<file path="src/rtl/tpm_pkg.sv">
// Shared constants, codes and types of the two-level page table manager.
package tpm_pkg;

    localparam int DIR_ENTRIES   = 1024;
    localparam int TABLE_SLOTS   = 16;
    localparam int TABLE_ENTRIES = 1024;
    localparam int PAGE_SHIFT    = 12;
    localparam int QUEUE_DEPTH   = 2;
    localparam int IDX_W         = 10;
    localparam int FRAME_W       = 20;
    localparam int COUNT_W       = 21;
    localparam int ENTRY_W       = 23;
    localparam logic [COUNT_W-1:0] COUNT_MAX = 21'd1048576;

    localparam logic [1:0] CMD_MAP    = 2'd0;
    localparam logic [1:0] CMD_UNMAP  = 2'd1;
    localparam logic [1:0] CMD_XLATE  = 2'd2;

    localparam logic [1:0] KIND_MAP   = 2'd0;
    localparam logic [1:0] KIND_UNMAP = 2'd1;
    localparam logic [1:0] KIND_XLATE = 2'd2;
    localparam logic [1:0] KIND_NOP   = 2'd3;

    localparam logic [1:0] STATUS_OK      = 2'd0;
    localparam logic [1:0] STATUS_MISS    = 2'd1;
    localparam logic [1:0] STATUS_NO_SLOT = 2'd2;

    typedef struct packed {
        logic [1:0]          kind;
        logic [IDX_W-1:0]    dir_idx;
        logic [IDX_W-1:0]    tbl_idx;
        logic [11:0]         offset;
        logic [FRAME_W-1:0]  frame;
        logic                present;
        logic                writable;
        logic                user;
    } item_t;

endpackage

</file>
<file path="src/rtl/tpm_queue.sv">
// Short item queue between the front end and the walk engine.
module tpm_queue (
    input  logic           clk,
    input  logic           rst_n,
    input  logic           push,
    input  tpm_pkg::item_t push_item,
    input  logic           pop,
    output logic           full,
    output logic           empty,
    output tpm_pkg::item_t head_item
);

    localparam int PTR_W = $clog2(tpm_pkg::QUEUE_DEPTH);
    localparam int CNT_W = $clog2(tpm_pkg::QUEUE_DEPTH + 1);

    tpm_pkg::item_t   entry_reg [tpm_pkg::QUEUE_DEPTH];
    logic [PTR_W-1:0] wr_ptr_reg, wr_ptr_next;
    logic [PTR_W-1:0] rd_ptr_reg, rd_ptr_next;
    logic [CNT_W-1:0] count_reg, count_next;

    assign full      = (count_reg == CNT_W'(tpm_pkg::QUEUE_DEPTH));
    assign empty     = (count_reg == '0);
    assign head_item = entry_reg[rd_ptr_reg];

    always_comb
    begin
        wr_ptr_next = wr_ptr_reg;
        rd_ptr_next = rd_ptr_reg;
        count_next  = count_reg;
        if (push)
        begin
            wr_ptr_next = (wr_ptr_reg == PTR_W'(tpm_pkg::QUEUE_DEPTH - 1)) ? '0
                                                                            : wr_ptr_reg + 1'b1;
        end
        if (pop)
        begin
            rd_ptr_next = (rd_ptr_reg == PTR_W'(tpm_pkg::QUEUE_DEPTH - 1)) ? '0
                                                                            : rd_ptr_reg + 1'b1;
        end
        if (push && !pop)
        begin
            count_next = count_reg + 1'b1;
        end
        else if (pop && !push)
        begin
            count_next = count_reg - 1'b1;
        end
    end

    always_ff @(posedge clk)
    begin
        if (push)
        begin
            entry_reg[wr_ptr_reg] <= push_item;
        end
    end

    always_ff @(posedge clk or negedge rst_n)
    begin
        if (!rst_n)
        begin
            wr_ptr_reg <= '0;
            rd_ptr_reg <= '0;
            count_reg  <= '0;
        end
        else
        begin
            wr_ptr_reg <= wr_ptr_next;
            rd_ptr_reg <= rd_ptr_next;
            count_reg  <= count_next;
        end
    end

endmodule

</file>
<file path="config.mk">
export PLATFORM = sky130hd
export DESIGN_NAME = tpm_queue
export DESIGN_NICKNAME = d
export VERILOG_FILES = /design/src/rtl/tpm_pkg.sv /design/src/rtl/tpm_queue.sv
export SDC_FILE = /design/constraint.sdc
export NUM_CORES = 1
export LEC_CHECK = 0
export BUFFER_PORTS_ARGS = -buffer_cell sky130_fd_sc_hd__buf_2
export CELL_PAD_IN_SITES_DETAIL_PLACEMENT = 1
export CELL_PAD_IN_SITES_GLOBAL_PLACEMENT = 1
export CORE_MARGIN = 2
export CORE_UTILIZATION = 44
export CTS_CLUSTER_SIZE = 24
export DETAILED_ROUTE_END_ITERATION = 10
export HOLD_SLACK_MARGIN = 0.06
export PLACE_DENSITY = 0.84
export SETUP_SLACK_MARGIN = 0.05
export SLEW_MARGIN = 5
export SYNTH_ARGS = -nofsm -noshare
export SYNTH_HDL_FRONTEND = slang
export SYNTH_SLANG_ARGS = --single-unit
export TNS_END_PERCENT = 50
</file>
<file path="constraint.sdc">
create_clock -name clk -period 4.12 [get_ports clk]
set_input_delay 0.824 -clock clk [delete_from_list [all_inputs] [get_ports clk]]
set_output_delay 0.824 -clock clk [all_outputs]
set_load 0.05 [all_outputs]
</file>
Yosys cells after proc, flatten, opt, wreduce, memory -nomap -nowiden:

Memory sizes are Yosys's and may differ from the RTL's.
Index checks and enable logic that the tools add are counted.

* register bits after elaboration: 4
* RAM bits: 114
* input bits: 61
* output and inout port bits: 59
* logic and storage cells: 21
* memories: 1

Memories
* entry_reg: depth 2, bits a word 57, rd ports 1, clocked after memory_dff 0, wr ports 1, line tpm_queue.sv:16 `tpm_pkg::item_t entry_reg [tpm_pkg::QUEUE_DEPTH];`

* add/sub/neg operators: 4
* equal/unequal tests: 1
* muxes and demuxes: 6
* reductions and logical operators: 6

Operators with widths (count)
* two-way mux 1 bit: 4
* two-way mux 2 bit: 2
* adder 1 bit, second input constant: 2
* adder 2 x 1 -> 2 bit, second input constant: 1
* == test 2 bit, second input constant: 1
* logical AND 1 bit: 2
* zero test 1 bit: 2
* zero test 2 bit: 1
* nonzero test 2 bit: 1
* subtractor 2 x 1 -> 2 bit, second input constant: 1

Depth between registers and ports, before layout:

* word-level depth: 4
* mapped depth: 5

Worst setup path after synthesis:

No wires, ideal clock.

* kind: input-to-reg
* start point: input push
* end point: memory entry_reg[0][0] (netlist bit), enable pin
* data arrival time: 3339 ps
* required time: 3641 ps
* setup slack: 302 ps
* cell stages on the path: 1
* buffers on the path: 0
* path through: nor2b_1

* cells in the longest elaborated chain, start to end: 2

RTL lines
* from (decl): line tpm_queue.sv:5 `input logic push,`
* two-way mux 1 bit: line tpm_queue.sv:52 `if (push)`
* two-way mux 1 bit (not written as such): line tpm_queue.sv:54 `entry_reg[wr_ptr_reg] <= push_item;`
* to (decl): line tpm_queue.sv:16

No other way between the ends.

==> summary.txt <==
Outcome
  • Status: completed

Power and ir drop
  • Sw power: 1.86 mW
  • Worst IR drop on VDD: 0.451 mV
  • Sw Share: 0.375
  • Internal: 3.11 mW
  • LEAKAGE: 2.24 nW
  • Pwr per Cell Area: 867 nW/um^2
  • Clock power share: 0.290
  • Sequential power share: 0.348
  • Gate power share: 0.361

Worst hold path
  • Worst Hold Class: in -> async

Global route
  • Gr usage total: 0.164
  • Vias in the first global route: 2,574
  • Initial antenna violation count: 0
  • Met1 Track Usage GR: 0.165
  • M2 GR Usage: 0.296
  • Grt ovf: 0
  • Maximum number of pins on one net before global-route repair: 39
  • GR Util met3: 0.0629
  • Global-route wire length before repair: 12.8 mm
  • Most Crowded Layer GR: met2

Final layout
  • Area of the multi-input gates: 808 sq um
  • Post-layout net count: 390
  • Area growth syn-to-layout: 31.0%
  • Fill cells: 932
  • Max FFs per register: 114
  • Final Util: 0.589
  • Layout cells sized above 1: 0.604
  • # diodes: 0
  • Sequential cell area: 3520 sq um

Die
  • Core ar.: 9730 sq um
  • Die Footprint: 10,800 sq um
  • IO Pins: 120
  • Die Height: 104 um
  • Die W: 104 um
  • Initial Util: 0.450
  • Std-Cell Rows: 36

Detailed routing
  • Pre-antenna DRT Iters: 4
  • Vias/cell: 4.74
  • Drt drc: 0
  • Routed WL: 8.27 mm
  • Routed len/inst: 17.4 um
  • Violation count after the first detailed-routing iteration: 70
  • Antenna Nets Post-Route: 0
  • Via count: 2,248

Critical path
  • WP data required: 3300 ps
  • FF-to-FF path depth: 2
  • Setup crit start: rd_ptr_reg
  • Crit path DAT: 2270 ps
  • CP endpoint: head_item[56]
  • Worst reg2reg path startpoint: wr_ptr_reg
  • Critical Path Source Type: flip-flop
  • Worst R2R Setup Slack: 2260 ps
  • FF-to-FF End: entry_reg[1][21]
  • Critical Path Fanout Max: 30
  • Worst Setup End Kind: output pin
  • CP Class: reg -> out

Yosys
  • Yosys top cell by area: edfxtp_1
  • Post-Synthesis Cells: 193
  • Flops & latches, synth: 118
  • Syn_area_per_cell: 22.7 sq um
  • Post-synth EDFFs: 114
  • Top-count cell post-synth: edfxtp_1
  • Dominant cells by area after synthesis: edfxtp_1 (78%), mux2_2 (9.5%), mux2_4 (6.9%)
  • Yosys top cell area share: 0.782
  • Seq/Total Area, Yosys: 0.805
  • Syn Nets: 255
  • Post-synth top flop: edfxtp_1
  • Async S/R FF share, synth: 0.0339
  • Post-synth cell types: 13
  • Post-synth top cells: edfxtp_1 (114), mux2_2 (37), mux2_4 (20), dfrtp_1 (4), xor2_1 (4)
  • Post-Syn Area: 4380 sq um
  • Yosys warns: 0

CTS
  • Clock-pin slew on the worst setup and hold paths: 60 ps
  • Clk_lat worst skew: 510 ps
  • H-Tree Depth: 4
  • PostCTS Resize Cnt: 0
  • Quantity of hold-fixing buffers added after cts: 0
  • CTS root buf: clkbuf_8
  • Num CTS Buffers: 17
  • Setup Fix Bufs, Post-CTS: 0
  • Clock Tree Buf Depth: 2
  • CTS Sinks: 118
  • CTS tree: built

STA
  • Worst rel slew slack: 0.410
  • Hold Vio Cnt, Final: 0
  • Fin Setup TNS: 0 ps
  • Final Slew Violations: 0
  • Worst Tran Pin Value: 883 ps
  • Fmax: 323 MHz
  • Final worst path period need: 3100 ps
  • RSZ-0062 raised after global routing: false
  • Setup violations, final: 0
  • Hold_ws: 105 ps
  • Final Cycle Share: 0.752
  • Clk_skew: 12.0 ps

Placement
  • Placer Congestion: 0.669
  • Hpwl dp: 5.41 mm
  • Port bufs: 119

Flow run
  • Maxcap violations: 0
critical path: stages, from the launching register on:
cell	delay [ps]
dfrtp_2	860
buf_12	310
mux2_2	370
buf_2	210
kinds of logic (layout without fill, tap and decap cells):
| kind of cell | after synthesis | in the layout | share of synthesized area |
|---|---|---|---|
| AND/OR/NAND/NOR | 5 | 5 | 0.00601 |
| multiplexers | 57 | 57 | 0.164 |
| adder cells (fa/ha/maj) | 1 | 1 | 0.00286 |
| XOR/XNOR | 5 | 5 | 0.0100 |
| flip-flops | 118 | 118 | 0.805 |
| buffers and inverters | 7 | 155 | 0.0120 |
stage by stage:
stage | std cells | total power [mW] | cell area, sq um | setup WS (ps)
CTS | 474 | 5.02 | 5730 | 970
finish | 474 | 4.97 | 5730 | 1020
detailed placement | 442 | 3.57 | 5150 | 1520
floorplan | 193 | 3.19 | 4380 | 302
global route | 474 | 5.15 | 5730 | 920
global placement | 442 | 3.52 | 5150 | 1560
power groups by stage:
stage	Combinational, mW	Sequential [mW]	Clock (mW)
after detailed placement	1.81	1.76	0
after global placement	1.79	1.74	0
final	1.79	1.73	1.44
after global routing	1.87	1.76	1.52
after CTS	1.82	1.74	1.47
after floorplan	1.51	1.68	0
cells in the final DEF (no fill, tap or decap):
master,count
dfrtp_1,3
nor2b_4,1
and2_2,1
inv_1,1
mux2_4,20
clkbuf_1,3
edfxtp_1,114
nor2b_1,1
clkinvlp_4,2
bufinv_16,4
clkinv_1,5
buf_12,2
xnor2_1,1
xor2_1,4
nor2_1,2
buf_4,1
clkbuf_8,1
clkinv_2,1
buf_2,119
ha_1,1
dfrtp_2,1
mux2_2,37
clkbuf_16,16
cell type report:
cell class / count / area share
clock buffers: 20 / 0.0742
clock inverters: 12 / 0.0277
inverters: 1 / 0.000655
multi-input cells: 68 / 0.141
flip-flops and latches: 118 / 0.615
well taps: 133 / 0.0290
repair buffers: 122 / 0.112
per-layer routing:
layer  wire length, um  vias up
met5                 0        -
li1                  -     1037
met1              3110     1109
met2              4530       89
met4               136        0
met3               494       13
how the worst min path moves through the flow:
stage                     slack (ps)  cells after the start    startpoint           end
after floorplan                  460                      1    wr_ptr_reg    wr_ptr_reg
after global placement           500                      1  count_reg[1]  count_reg[1]
after detailed placement         510                      1  count_reg[1]  count_reg[1]
after CTS                         90                      1         rst_n    wr_ptr_reg
after global routing              90                      1         rst_n    wr_ptr_reg
final                            100                      1         rst_n  count_reg[0]
No activity file was read; power rests on OpenSTA's default activity.
